==> config.mk <==
export PLATFORM = sky130hd
export DESIGN_NAME = url_host_port_classifier_core
export DESIGN_NICKNAME = d
export VERILOG_FILES = /design/src/sv/uhpc_pkg.sv /design/src/sv/uhpc_fifo.sv /design/src/sv/uhpc_front.sv /design/src/sv/uhpc_back.sv /design/src/sv/url_host_port_classifier_core.sv
export SDC_FILE = /design/constraint.sdc
export NUM_CORES = 1
export LEC_CHECK = 0
export ABC_AREA = 1
export BUFFER_PORTS_ARGS = -buffer_cell sky130_fd_sc_hd__buf_2
export CORE_ASPECT_RATIO = 1.75
export CORE_MARGIN = 2
export CORE_UTILIZATION = 45
export DETAILED_ROUTE_END_ITERATION = 10
export PLACE_DENSITY = 0.62
export SYNTH_ARGS = -nofsm -noshare
export SYNTH_HDL_FRONTEND = slang
export SYNTH_SLANG_ARGS = --single-unit
==> constraint.sdc <==
create_clock -name clk -period 6.02 [get_ports clk]
set_input_delay 0.903 -clock clk [delete_from_list [all_inputs] [get_ports clk]]
set_output_delay 0.903 -clock clk [all_outputs]
set_load 0.01 [all_outputs]
==> src/sv/uhpc_pkg.sv <==
// ---------------------------------------------------------------------------
// uhpc_pkg
// Shared constants, character codes and record types of the URL host/port
// classifier.
// ---------------------------------------------------------------------------
package uhpc_pkg;

    // Default host buffer size and queue depth
    localparam int HostBufferBytesDef = 64;
    localparam int QueueDepth         = 2;

    // Configuration register indexes and reset values
    localparam int            CfgIndexWidth  = 2;
    localparam logic [1:0]    CfgNetPrefix   = 2'd0;
    localparam logic [1:0]    CfgNetMask     = 2'd1;
    localparam logic [31:0]   NetPrefixReset = 32'h6440_0000;
    localparam logic [31:0]   NetMaskReset   = 32'hFFC0_0000;

    // Characters
    localparam logic [7:0] ChNul   = 8'h00;
    localparam logic [7:0] ChColon = 8'h3A;
    localparam logic [7:0] ChSlash = 8'h2F;
    localparam logic [7:0] ChDot   = 8'h2E;
    localparam logic [7:0] ChZero  = 8'h30;
    localparam logic [7:0] ChNine  = 8'h39;
    localparam logic [7:0] ChUpA   = 8'h41;
    localparam logic [7:0] ChUpZ   = 8'h5A;
    localparam logic [7:0] CaseBit = 8'h20;

    // Lower-case ".ts.net" packed as seven bytes, first byte highest
    localparam logic [55:0] SuffixPacked = 56'h2E74732E6E6574;
    localparam logic [3:0]  SuffixLen    = 4'd7;
    localparam logic [3:0]  TextLenMax   = 4'd8;

    // Scheme "https"
    localparam logic [2:0] SchemeLen = 3'd5;

    // Number limits
    localparam logic [8:0]  OctetMax = 9'd255;
    localparam logic [8:0]  OctetSat = 9'd256;
    localparam logic [16:0] PortMax  = 17'd65535;
    localparam logic [16:0] PortSat  = 17'd65536;
    localparam logic [15:0] PortHttps = 16'd443;
    localparam logic [15:0] PortHttp  = 16'd80;

    // Expected scheme character at a given match position
    function automatic logic [7:0] scheme_char_at(input logic [2:0] idx);
        logic [7:0] c;
        case (idx)
            3'd0:    c = 8'h68; // h
            3'd1:    c = 8'h74; // t
            3'd2:    c = 8'h74; // t
            3'd3:    c = 8'h70; // p
            3'd4:    c = 8'h73; // s
            default: c = 8'h00;
        endcase
        return c;
    endfunction

    // Summary of one parsed URL, front to back
    typedef struct packed {
        logic        host_ok;     // separator seen, host length in range
        logic        quad_ok;     // strict dotted quad parsed
        logic [31:0] quad;
        logic        suffix;      // host ends in .ts.net
        logic        explicit;    // port given after ':'
        logic        port_good;   // explicit port digits in 1..65535
        logic [15:0] port;
        logic        https;
        logic [5:0]  host_len;
    } uhpc_rec_t;

    // One result item
    typedef struct packed {
        logic        peer_valid;
        logic [31:0] peer_address;
        logic [15:0] peer_port;
        logic        name_suffix_hit;
        logic [5:0]  host_length;
    } uhpc_res_t;

endpackage

==> src/sv/uhpc_fifo.sv <==
// ---------------------------------------------------------------------------
// uhpc_fifo
// Small register FIFO with first-word fall-through; used between the parser
// and the evaluator and as the result queue.
// ---------------------------------------------------------------------------
module uhpc_fifo
    import uhpc_pkg::*;
#(
    parameter int WIDTH = 8,
    parameter int DEPTH = QueueDepth
) (
    input  logic             clk,
    input  logic             rst_n,
    input  logic             push,
    input  logic [WIDTH-1:0] wdata,
    output logic             full,
    input  logic             pop,
    output logic [WIDTH-1:0] rdata,
    output logic             empty
);

    localparam int PW = (DEPTH > 1) ? $clog2(DEPTH) : 1;
    localparam int CW = $clog2(DEPTH + 1);

    logic [WIDTH-1:0] mem [DEPTH];
    logic [PW-1:0]    wr_ptr_reg, wr_ptr_next;
    logic [PW-1:0]    rd_ptr_reg, rd_ptr_next;
    logic [CW-1:0]    count_reg, count_next;
    logic             do_push, do_pop;

    assign full    = (count_reg == CW'(DEPTH));
    assign empty   = (count_reg == '0);
    assign do_push = push && !full;
    assign do_pop  = pop && !empty;
    assign rdata   = mem[rd_ptr_reg];

    // Pointer and count update
    always_comb
    begin
        wr_ptr_next = wr_ptr_reg;
        rd_ptr_next = rd_ptr_reg;
        count_next  = count_reg;
        if (do_push)
        begin
            wr_ptr_next = (wr_ptr_reg == PW'(DEPTH - 1)) ? '0 : wr_ptr_reg + 1'b1;
        end
        if (do_pop)
        begin
            rd_ptr_next = (rd_ptr_reg == PW'(DEPTH - 1)) ? '0 : rd_ptr_reg + 1'b1;
        end
        if (do_push && !do_pop)
        begin
            count_next = count_reg + 1'b1;
        end
        else if (do_pop && !do_push)
        begin
            count_next = count_reg - 1'b1;
        end
    end

    always_ff @(posedge clk or negedge rst_n)
    begin
        if (!rst_n)
        begin
            wr_ptr_reg <= '0;
            rd_ptr_reg <= '0;
            count_reg  <= '0;
        end
        else
        begin
            wr_ptr_reg <= wr_ptr_next;
            rd_ptr_reg <= rd_ptr_next;
            count_reg  <= count_next;
        end
    end

    // Entry storage
    always_ff @(posedge clk)
    begin
        if (do_push)
        begin
            mem[wr_ptr_reg] <= wdata;
        end
    end

endmodule

==> src/sv/uhpc_front.sv <==
// ---------------------------------------------------------------------------
// uhpc_front
// Byte-serial URL parser: scheme, "://" separator, host (dotted quad and
// name suffix), explicit port. Emits one summary record per URL.
// ---------------------------------------------------------------------------
module uhpc_front
    import uhpc_pkg::*;
#(
    parameter int HOST_BUFFER_BYTES = HostBufferBytesDef
) (
    input  logic      clk,
    input  logic      rst_n,
    input  logic      in_accept,
    input  logic [7:0] url_byte,
    input  logic      last_byte,
    output logic      rec_push,
    output uhpc_rec_t rec
);

    localparam int HCW = $clog2(HOST_BUFFER_BYTES + 1);
    localparam int HXW = (HCW > 6) ? HCW : 6;

    typedef enum logic [1:0] {PH_SCHEME, PH_HOST, PH_PORT, PH_PATH} phase_t;

    phase_t         phase_reg,    phase_next;
    logic [2:0]     scnt_reg,     scnt_next;
    logic           smis_reg,     smis_next;
    logic [1:0]     sep_reg,      sep_next;
    logic [HCW-1:0] hcnt_reg,     hcnt_next;
    logic [55:0]    window_reg,   window_next;
    logic [8:0]     oct_reg,      oct_next;
    logic [1:0]     oidx_reg,     oidx_next;
    logic [23:0]    acc_reg,      acc_next;
    logic           qok_reg,      qok_next;
    logic [16:0]    pval_reg,     pval_next;
    logic           pexp_reg,     pexp_next;
    logic           pdig_reg,     pdig_next;
    logic           pbad_reg,     pbad_next;
    logic           cut_reg,      cut_next;
    logic [3:0]     tlen_reg,     tlen_next;
    logic           odig_reg,     odig_next;

    logic           is_digit;
    logic [3:0]     digit;
    logic [7:0]     lc;
    logic [11:0]    oct_mul;
    logic [19:0]    port_mul;
    logic [HXW-1:0] hcnt_ext;

    assign is_digit = (url_byte >= ChZero) && (url_byte <= ChNine);
    assign digit    = 4'(url_byte - ChZero);
    assign lc       = ((url_byte >= ChUpA) && (url_byte <= ChUpZ)) ? (url_byte | CaseBit)
                                                                     : url_byte;
    assign oct_mul  = 12'({3'b0, oct_reg} * 12'd10) + {8'b0, digit};
    assign port_mul = 20'({3'b0, pval_reg} * 20'd10) + {16'b0, digit};

    // Next-state for the accepted byte
    always_comb
    begin
        phase_next  = phase_reg;
        scnt_next   = scnt_reg;
        smis_next   = smis_reg;
        sep_next    = sep_reg;
        hcnt_next   = hcnt_reg;
        window_next = window_reg;
        oct_next    = oct_reg;
        oidx_next   = oidx_reg;
        acc_next    = acc_reg;
        qok_next    = qok_reg;
        pval_next   = pval_reg;
        pexp_next   = pexp_reg;
        pdig_next   = pdig_reg;
        pbad_next   = pbad_reg;
        cut_next    = cut_reg;
        tlen_next   = tlen_reg;
        odig_next   = odig_reg;

        case (phase_reg)
            PH_SCHEME:
            begin
                if (sep_reg != 2'd0 && url_byte == ChSlash)
                begin
                    if (sep_reg == 2'd2)
                    begin
                        phase_next = PH_HOST;
                        sep_next   = 2'd0;
                    end
                    else
                    begin
                        sep_next = 2'd2;
                    end
                end
                else
                begin
                    // broken partial separator counts as scheme text
                    if (sep_reg != 2'd0)
                    begin
                        smis_next = 1'b1;
                    end
                    if (url_byte == ChColon)
                    begin
                        sep_next = 2'd1;
                    end
                    else
                    begin
                        sep_next = 2'd0;
                        if (scnt_reg < SchemeLen && url_byte == scheme_char_at(scnt_reg))
                        begin
                            scnt_next = scnt_reg + 1'b1;
                        end
                        else
                        begin
                            smis_next = 1'b1;
                        end
                    end
                end
            end
            PH_HOST:
            begin
                if (url_byte == ChColon)
                begin
                    phase_next = PH_PORT;
                    pexp_next  = 1'b1;
                end
                else if (url_byte == ChSlash)
                begin
                    phase_next = PH_PATH;
                end
                else
                begin
                    if (hcnt_reg < HCW'(HOST_BUFFER_BYTES))
                    begin
                        hcnt_next = hcnt_reg + 1'b1;
                    end
                    if (url_byte == ChNul)
                    begin
                        cut_next = 1'b1;
                    end
                    // host text stops at a zero byte
                    if (!(cut_reg || url_byte == ChNul))
                    begin
                        if (tlen_reg < TextLenMax)
                        begin
                            tlen_next = tlen_reg + 1'b1;
                        end
                        window_next = {window_reg[47:0], lc};
                        if (is_digit)
                        begin
                            oct_next  = (oct_mul > 12'(OctetSat)) ? OctetSat : oct_mul[8:0];
                            odig_next = 1'b1;
                        end
                        else if (url_byte == ChDot)
                        begin
                            if (!odig_reg || oidx_reg == 2'd3 || oct_reg > OctetMax)
                            begin
                                qok_next = 1'b0;
                            end
                            else
                            begin
                                acc_next  = {acc_reg[15:0], oct_reg[7:0]};
                                oidx_next = oidx_reg + 1'b1;
                            end
                            oct_next  = '0;
                            odig_next = 1'b0;
                        end
                        else
                        begin
                            qok_next = 1'b0;
                        end
                    end
                end
            end
            PH_PORT:
            begin
                if (url_byte == ChSlash)
                begin
                    phase_next = PH_PATH;
                end
                else if (is_digit)
                begin
                    pval_next = (port_mul > 20'(PortSat)) ? PortSat : port_mul[16:0];
                    pdig_next = 1'b1;
                end
                else
                begin
                    pbad_next = 1'b1;
                end
            end
            default:
            begin
            end
        endcase
    end

    // Summary record from the state after the last byte
    assign hcnt_ext = HXW'(hcnt_next);
    assign rec_push = in_accept && last_byte;

    always_comb
    begin
        rec.host_ok   = (phase_next != PH_SCHEME) && (hcnt_next != '0)
                        && (hcnt_next < HCW'(HOST_BUFFER_BYTES));
        rec.quad_ok   = qok_next && odig_next && (oidx_next == 2'd3) && (oct_next <= OctetMax);
        rec.quad      = {acc_next, oct_next[7:0]};
        rec.suffix    = (tlen_next > SuffixLen) && (window_next == SuffixPacked);
        rec.explicit  = pexp_next;
        rec.port_good = pdig_next && !pbad_next && (pval_next != '0) && (pval_next <= PortMax);
        rec.port      = pval_next[15:0];
        rec.https     = !smis_next && (scnt_next == SchemeLen);
        rec.host_len  = hcnt_ext[5:0];
    end

    // Parser state; cleared after each last byte
    always_ff @(posedge clk or negedge rst_n)
    begin
        if (!rst_n)
        begin
            phase_reg  <= PH_SCHEME;
            scnt_reg   <= '0;
            smis_reg   <= 1'b0;
            sep_reg    <= '0;
            hcnt_reg   <= '0;
            window_reg <= '0;
            oct_reg    <= '0;
            oidx_reg   <= '0;
            acc_reg    <= '0;
            qok_reg    <= 1'b1;
            pval_reg   <= '0;
            pexp_reg   <= 1'b0;
            pdig_reg   <= 1'b0;
            pbad_reg   <= 1'b0;
            cut_reg    <= 1'b0;
            tlen_reg   <= '0;
            odig_reg   <= 1'b0;
        end
        else if (in_accept)
        begin
            if (last_byte)
            begin
                phase_reg  <= PH_SCHEME;
                scnt_reg   <= '0;
                smis_reg   <= 1'b0;
                sep_reg    <= '0;
                hcnt_reg   <= '0;
                window_reg <= '0;
                oct_reg    <= '0;
                oidx_reg   <= '0;
                acc_reg    <= '0;
                qok_reg    <= 1'b1;
                pval_reg   <= '0;
                pexp_reg   <= 1'b0;
                pdig_reg   <= 1'b0;
                pbad_reg   <= 1'b0;
                cut_reg    <= 1'b0;
                tlen_reg   <= '0;
                odig_reg   <= 1'b0;
            end
            else
            begin
                phase_reg  <= phase_next;
                scnt_reg   <= scnt_next;
                smis_reg   <= smis_next;
                sep_reg    <= sep_next;
                hcnt_reg   <= hcnt_next;
                window_reg <= window_next;
                oct_reg    <= oct_next;
                oidx_reg   <= oidx_next;
                acc_reg    <= acc_next;
                qok_reg    <= qok_next;
                pval_reg   <= pval_next;
                pexp_reg   <= pexp_next;
                pdig_reg   <= pdig_next;
                pbad_reg   <= pbad_next;
                cut_reg    <= cut_next;
                tlen_reg   <= tlen_next;
                odig_reg   <= odig_next;
            end
        end
    end

endmodule

==> src/sv/uhpc_back.sv <==
// ---------------------------------------------------------------------------
// uhpc_back
// Holds the subnet registers and turns a parsed record into the final
// result: subnet match, name check, port selection.
// ---------------------------------------------------------------------------
module uhpc_back
    import uhpc_pkg::*;
(
    input  logic                     clk,
    input  logic                     rst_n,
    input  logic                     cfg_valid,
    output logic                     cfg_ready,
    input  logic [CfgIndexWidth-1:0] cfg_index,
    input  logic [31:0]              cfg_data,
    input  uhpc_rec_t                rec,
    output uhpc_res_t                res
);

    logic [31:0] net_prefix_reg;
    logic [31:0] net_mask_reg;
    logic [31:0] ip;
    logic        hit;
    logic        valid;
    logic [15:0] port_sel;

    assign cfg_ready = 1'b1;

    // Configuration registers; unknown indexes are dropped
    always_ff @(posedge clk or negedge rst_n)
    begin
        if (!rst_n)
        begin
            net_prefix_reg <= NetPrefixReset;
            net_mask_reg   <= NetMaskReset;
        end
        else if (cfg_valid)
        begin
            if (cfg_index == CfgNetPrefix)
            begin
                net_prefix_reg <= cfg_data;
            end
            else if (cfg_index == CfgNetMask)
            begin
                net_mask_reg <= cfg_data;
            end
        end
    end

    // Subnet match and port choice
    assign ip       = (rec.quad_ok && ((rec.quad & net_mask_reg) == net_prefix_reg))
                      ? rec.quad : '0;
    assign hit      = (ip != '0) || rec.suffix;
    assign port_sel = rec.explicit ? rec.port : (rec.https ? PortHttps : PortHttp);
    assign valid    = rec.host_ok && hit && (!rec.explicit || rec.port_good);

    // Invalid results carry all-zero fields
    always_comb
    begin
        res.peer_valid      = valid;
        res.peer_address    = valid ? ip : '0;
        res.peer_port       = valid ? port_sel : '0;
        res.name_suffix_hit = valid && rec.suffix;
        res.host_length     = valid ? rec.host_len : '0;
    end

endmodule

==> src/sv/url_host_port_classifier_core.sv <==
// ---------------------------------------------------------------------------
// url_host_port_classifier_core
// Streams a URL one byte at a time and reports whether it names an overlay
// peer, with its address, port, name-suffix flag and host length.
// ---------------------------------------------------------------------------
// Takes one URL byte per cycle while full is low, with no gaps needed; every
// byte flagged last yields exactly one result, valid or all-zero. The parser
// updates its state in the cycle a byte is accepted, drops a record into a
// two-entry queue on the last byte, and the evaluator (one 32-bit mask compare
// plus port select) moves it into a two-entry result queue when that queue has
// room; a result is registered in both queues before it shows on the output.
// full rises only when both queues are backed up by a stalled result consumer.
// Subnet registers are written through the cfg channel, which is always ready.
module url_host_port_classifier_core
    import uhpc_pkg::*;
#(
    parameter int HOST_BUFFER_BYTES = HostBufferBytesDef
) (
    input  logic                     clk,
    input  logic                     rst_n,
    // input bytes
    input  logic                     push,
    output logic                     full,
    input  logic [7:0]               url_byte,
    input  logic                     last_byte,
    // results
    output logic                     empty,
    input  logic                     pop,
    output logic                     peer_valid,
    output logic [31:0]              peer_address,
    output logic [15:0]              peer_port,
    output logic                     name_suffix_hit,
    output logic [5:0]               host_length,
    // configuration
    input  logic                     cfg_valid,
    output logic                     cfg_ready,
    input  logic [CfgIndexWidth-1:0] cfg_index,
    input  logic [31:0]              cfg_data
);

    logic      in_accept;
    logic      rec_push;
    uhpc_rec_t rec_in;
    uhpc_rec_t rec_head;
    logic      mid_empty;
    logic      res_full;
    logic      move;
    uhpc_res_t res_in;
    uhpc_res_t res_head;

    assign in_accept = push && !full;
    assign move      = !mid_empty && !res_full;

    // Parser
    uhpc_front #(
        .HOST_BUFFER_BYTES(HOST_BUFFER_BYTES)
    ) u_front (
        .clk       (clk),
        .rst_n     (rst_n),
        .in_accept (in_accept),
        .url_byte  (url_byte),
        .last_byte (last_byte),
        .rec_push  (rec_push),
        .rec       (rec_in)
    );

    // Record queue between parser and evaluator
    uhpc_fifo #(
        .WIDTH($bits(uhpc_rec_t)),
        .DEPTH(QueueDepth)
    ) u_mid_q (
        .clk   (clk),
        .rst_n (rst_n),
        .push  (rec_push),
        .wdata (rec_in),
        .full  (full),
        .pop   (move),
        .rdata (rec_head),
        .empty (mid_empty)
    );

    // Evaluator and subnet registers
    uhpc_back u_back (
        .clk       (clk),
        .rst_n     (rst_n),
        .cfg_valid (cfg_valid),
        .cfg_ready (cfg_ready),
        .cfg_index (cfg_index),
        .cfg_data  (cfg_data),
        .rec       (rec_head),
        .res       (res_in)
    );

    // Result queue
    uhpc_fifo #(
        .WIDTH($bits(uhpc_res_t)),
        .DEPTH(QueueDepth)
    ) u_res_q (
        .clk   (clk),
        .rst_n (rst_n),
        .push  (move),
        .wdata (res_in),
        .full  (res_full),
        .pop   (pop),
        .rdata (res_head),
        .empty (empty)
    );

    assign peer_valid      = res_head.peer_valid;
    assign peer_address    = res_head.peer_address;
    assign peer_port       = res_head.peer_port;
    assign name_suffix_hit = res_head.name_suffix_hit;
    assign host_length     = res_head.host_length;

    // Records enter the queue only on an accepted last byte
    a_rec_on_last: assert property (@(posedge clk) disable iff (!rst_n)
        rec_push |-> (push && !full && last_byte))
        else $error("record pushed without accepted last byte");

    // Invalid results carry zero fields
    a_invalid_zero: assert property (@(posedge clk) disable iff (!rst_n)
        (!empty && !peer_valid) |-> (peer_address == '0 && peer_port == '0
                                     && !name_suffix_hit && host_length == '0))
        else $error("invalid result with nonzero fields");

    // A valid peer has a port, a host length and either an address or the name suffix
    a_valid_port: assert property (@(posedge clk) disable iff (!rst_n)
        (!empty && peer_valid) |-> (peer_port != '0 && host_length != '0))
        else $error("valid result with zero port or host length");

    a_valid_host: assert property (@(posedge clk) disable iff (!rst_n)
        (!empty && peer_valid) |-> (peer_address != '0 || name_suffix_hit))
        else $error("valid result with neither address nor suffix");

endmodule
After elaboration in Yosys (flattened, before gate mapping)
Memories as Yosys holds them, arrays and structs flattened.
Cells that the tools add are included.
- add/subtract/negate cells: 15
- multipliers: 2
- divide/modulo/power cells: 0
- $lt $le $gt $ge: 14
- equality and inequality tests: 21
- shift-type cells: 0
- muxes and demuxes: 121
- bitwise operators: 2
- reduce and logical (&&, ||, !) cells: 67
- operator list (kind ; number):
    $mux W56 ; 5
    $mux W24 ; 8
    $mux W17 ; 5
    $mux W9 ; 9
    $mux W32 ; 2
    $eq A56 B54 Y1 const B ; 1
    $mux W1 ; 46
    $mux W2 ; 21
    $mux W7 ; 5
    $and A32 B32 Y32 ; 1
    $eq A32 B32 Y1 ; 1
    $mux W16 ; 2
    $reduce_bool A32 Y1 ; 1
    $logic_and A1 B1 Y1 ; 29
    $pmux W7 S4 ; 1
    $eq A8 B6 Y1 const B ; 3
    $mux W4 ; 6
    $mux W8 ; 3
    $add A20 B4 Y20 ; 1
    $gt A20 B17 Y1 const B ; 1
    $mul A17 B3 Y19 const B ; 1
    $le A17 B16 Y1 const B ; 1
    $reduce_bool A17 Y1 ; 1
    $mux W3 ; 5
    41 further kinds ; 83
- register bits: 205
- latch bits: 0
- memory bits (writable): 232
- ROM bits: 0
- output and inout bits: 59
- logic and storage cells: 269
- memories kept: 2
- memory list (memory ; depth ; width ; rd ports ; clocked after memory_dff ; write ports ; RTL line ; RTL):
    u_mid_q.mem ; 2 ; 60 ; 1 ; 0 ; 1 ; uhpc_fifo.sv:25 ; logic [WIDTH-1:0] mem [DEPTH];
    u_res_q.mem ; 2 ; 56 ; 1 ; 0 ; 1 ; uhpc_fifo.sv:25 ;

Logic depth before layout (Yosys ltp)
- word-level depth: 14
- depth in mapped cells: 25
- mapped depth without buffers: 24

Hierarchy
A second synthesis with hierarchy kept.
- cell total of the unflattened synthesis: 2530
- area total of the unflattened synthesis: 22287.6 sq um
- by module, submodules not included (module ; instances ; cells each ; area an instance (sq um)):
    uhpc_front ; 1 ; 1322 ; 9689.3
    uhpc_fifo at u_mid_q ; 1 ; 345 ; 4598.2
    uhpc_fifo at u_res_q ; 1 ; 324 ; 4295.4
    uhpc_back ; 1 ; 536 ; 3691.0
    url_host_port_classifier_core ; 1 ; 3 ; 13.8

Worst setup path before layout
OpenSTA, ideal clock, no wires.
- path kind: input-to-reg
- start: input port push
- end: memory u_mid_q.mem[0][0] (netlist name) (enable)
- library setup time: 0.478 ns
- data arrival time: 4.095 ns
- path slack: 1.447 ns
- stages: 4
- path through: o21ai_1 nor2_1 inv_1 nor2_1
- word-level cells in the longest chain between the ends: 5
- ends and longest elaborated chain (element ; RTL line ; RTL):
    start, declared ; url_host_port_classifier_core.sv:22 ; input logic push,
    $logic_and A1 B1 Y1 ; url_host_port_classifier_core.sv:51 ; assign in_accept = push && !full;
    $logic_and A1 B1 Y1 ; uhpc_front.sv:197 ; assign rec_push = in_accept && last_byte;
    $logic_and A1 B1 Y1 ; uhpc_fifo.sv:33 ; assign do_push = push && !full;
    named net u_mid_q.do_push ; uhpc_fifo.sv:29 ; logic do_push, do_pop;
    $mux W1 ; uhpc_fifo.sv:80 ; if (do_push)
    $mux W1 (implied by the code) ; uhpc_fifo.sv:82 ; mem[wr_ptr_reg] <= wdata;
    end, declared ; uhpc_fifo.sv:25 ;
The timed path passes the listed nets, and every way through them passes these cells.

==> results.sh <==
export IMPL_cts_clk_slew_worst_paths_ns=0.06
export IMPL_synth_fp_nets=2526
export IMPL_synth_adder_area_share_pct=3.76
export IMPL_maxSlewHeadroom_pct=29.5
export IMPL_synth_edf_count=232
export IMPL_grt_total_usage_pct=22.2
export IMPL_wl_per_cell_um=17.6
export IMPL_timing_fmax_mhz=217
export IMPL_start_util_pct=45.6
export IMPL_hpwl_um=39400
export IMPL_io_buffers=105
export IMPL_num_io_pins=107
export IMPL_rsz0062_at_grt="false"
export IMPL_grt_pass1_vias=16301
export IMPL_cts_resized=0
export IMPL_finalCritPeriodShare_pct=76.5
export IMPL_p_total_w=0.00915
export IMPL_synth_xor_area_share_pct=2.13
export IMPL_worst_pin_slew_ns=1.05
export IMPL_synth_common_cells="nand2_1, inv_1, edfxtp_1"
export IMPL_grt_overflow_total=0
export IMPL_drt_iter0_markers=1148
export IMPL_finalMaxSlewViolations=0
export IMPL_power_density_nw_per_um2=378
export IMPL_h_tree_depth=2
export IMPL_core_um2=47700
export IMPL_synth_simple_gate_area_share_pct=19.8
export IMPL_die_x_um=170
export IMPL_die_area_um2=50200
export IMPL_drt_wl_total_um=54800
export IMPL_synth_distinct_cells=49
export IMPL_yosys_top_cells_area="edfxtp_1, dfrtp_1, nand2_1"
export IMPL_cts_inserted_buffers=41
export IMPL_reg2reg_setup_slack_ns=1.42
export IMPL_cp_arrival_ns=4.98
export IMPL_clock_path_buffers=3
export IMPL_fin_area_um2=24200
export IMPL_cap_violations=0
export IMPL_ys_seq_area_share_pct=55.7
export IMPL_firstDrtPassIters=5
export IMPL_power_leakage_nw=11.3
export IMPL_antenna_found_initial=0
export IMPL_final_hold_viol_count=0
export IMPL_netlist_area_leader_share_pct=32.0
export IMPL_synth_compound_gate_area_share_pct=10.7
export IMPL_ys_warn_count=0
export IMPL_ctsHoldBuffers=0
export IMPL_grt_max_degree=132
export IMPL_drive_gt1_share_pct=9.73
export IMPL_critPathMaxFanout=44
export IMPL_row_count=106
export IMPL_synth_seq_cells=437
export IMPL_synth_cells=2415
export IMPL_timing_final_crit_period_ns=4.60
export IMPL_area_delta_synth_final_pct=11.3
export IMPL_fin_cells=3113
export IMPL_fill_cells=4413
export IMPL_viasPerCell=5.26
export IMPL_dpl_cell_area_um2=22800
export IMPL_hold_class="primary input to asynchronous set/reset pin"
export IMPL_grt_pass1_wl_um=87200
export IMPL_antenna_cells=0
export IMPL_synth_top_family_by_area="simple AND/OR/NAND/NOR gates"
export IMPL_ant_nets=0
export IMPL_crit_path_end_kind="flop"
export IMPL_cts_root_buf="clkbuf_16"
export IMPL_clkSinkCount=437
export IMPL_drc=0
export IMPL_synth_top_flop_cell="edfxtp_1"
export IMPL_cts_setup_buffers=0
export IMPL_routabilityCongestion=0.861
export IMPL_startpoint_type="flop"
export IMPL_cp_required_ns=6.40
export IMPL_synthMuxAreaShare_pct=0.690
export IMPL_finalNetCount=2598
export IMPL_yosysTopAreaCell="edfxtp_1"
export IMPL_peakVddDrop_uv=195
export IMPL_dp_cells=3038
export IMPL_async_reset_ff_share_pct=46.9
export IMPL_status="finished, final reports clean"
export IMPL_largest_reg_flops=120
export IMPL_cts_tree="built"
export IMPL_finalSetupViolCount=0
export IMPL_vias=16379
export IMPL_postSynthAreaPerCell_um2=9.01
export IMPL_clock_latency_ns=0.55
export IMPL_setup_tns_final_ns=0
export IMPL_syn_cell_area_um2=21800
export IMPL_synth_most_common_cell="nand2_1"
export IMPL_worstSetupPathType="flop to flop"
export IMPL_fin_skew_ns=0.0174
export IMPL_die_h_um=295
## power by group
part	internal [W]	switching, W	total (W)
sequential	0.00385	0.000221	0.00407
combinational	0.000631	0.00170	0.00233
clock	0.00162	0.00113	0.00276
total	0.00610	0.00305	0.00915
## layout make-up
cell class	instances	area (um2)	share of cell area [%]
flip-flops and latches	437	12100	50.0
clock buffers	49	1080	4.44
repair buffers	123	694	2.87
multi-input cells	1583	8120	33.5
inverters	301	1130	4.67
clock inverters	26	334	1.38
well taps	594	743	3.07
## worst max-delay path, cell delays in order, from the launching register on
cell	delay, ns
dfrtp_2	0.79
inv_2	0.52
nand2_1	0.20
nand2_1	0.22
nand3_1	0.17
nand2_1	0.07
a211oi_1	0.27
nand2_1	0.09
nor2_1	0.13
nand3_1	0.13
nor2_2	0.10
buf_4	0.35
nand2_1	0.15
nand3_1	0.13
nor2_1	0.05
nand3_1	0.12
nand2_2	0.32
buf_4	0.40
nor2_1	0.20
## path summary, 6_finish.rpt
| path | depth (start not counted) | startpoint | end |
|---|---|---|---|
| max | 18 | u_mid_q.rd_ptr_reg | u_res_q.mem[0][54] |
| min | 1 | rst_n | u_front.window_reg[55] |
| max reg2reg | 18 | u_mid_q.rd_ptr_reg | u_res_q.mem[0][54] |
| min reg2reg | 1 | u_front.tlen_reg[2] | u_front.tlen_reg[2] |
| max in group asynchronous | 2 | rst_n | u_mid_q.rd_ptr_reg |
| min in group clk | 1 | u_front.tlen_reg[2] | u_front.tlen_reg[2] |
## cells by family after synthesis
family          after synthesis
compound gates              394
xor+xnor                     53
fa+ha+maj                    63
buf+inv                     395
flops                       437
mux                          15
other cells                   1
simple gates               1057
## routing by layer
layer	track usage [%]	vias to the layer above	share of wire, %
li1	-	8130	-
met1	25.2	7844	39
met2	42.0	316	53
met3	2.36	89	3.2
met4	8.92	0	4.1
met5	0	-	0
## cell usage in the layout, fill, tap and decap left out, types with 7 or more instances in the layout
cell / n
clkbuf_16: 41
nand2_2: 8
nor3_1: 17
nor2_2: 18
a21oi_1: 40
buf_4: 16
buf_2: 104
dfstp_2: 15
o21a_1: 24
inv_1: 298
o22ai_1: 93
xnor2_1: 21
ha_1: 59
nor2_1: 159
nor4_1: 13
dfrtp_1: 189
nand2_1: 717
bufinv_16: 8
nand4_1: 20
clkinv_2: 7
edfxtp_1: 232
mux2i_1: 15
clkinv_1: 7
o21ai_0: 177
nand3_1: 87
a22o_1: 24
xor2_1: 32
## per-stage QoR
step | hold slack (ns) | setup WS [ns] | util [%]
after floorplan | 0.433 | 1.45 | -
after global placement | 0.468 | 1.49 | 47.8
after detailed placement | 0.475 | 1.39 | 47.8
after CTS | 0.363 | 1.38 | 50.7
after global routing | 0.388 | 0.893 | 50.7
final | 0.346 | 1.42 | 50.7
Note: power is estimated with default switching activity, not from simulation.
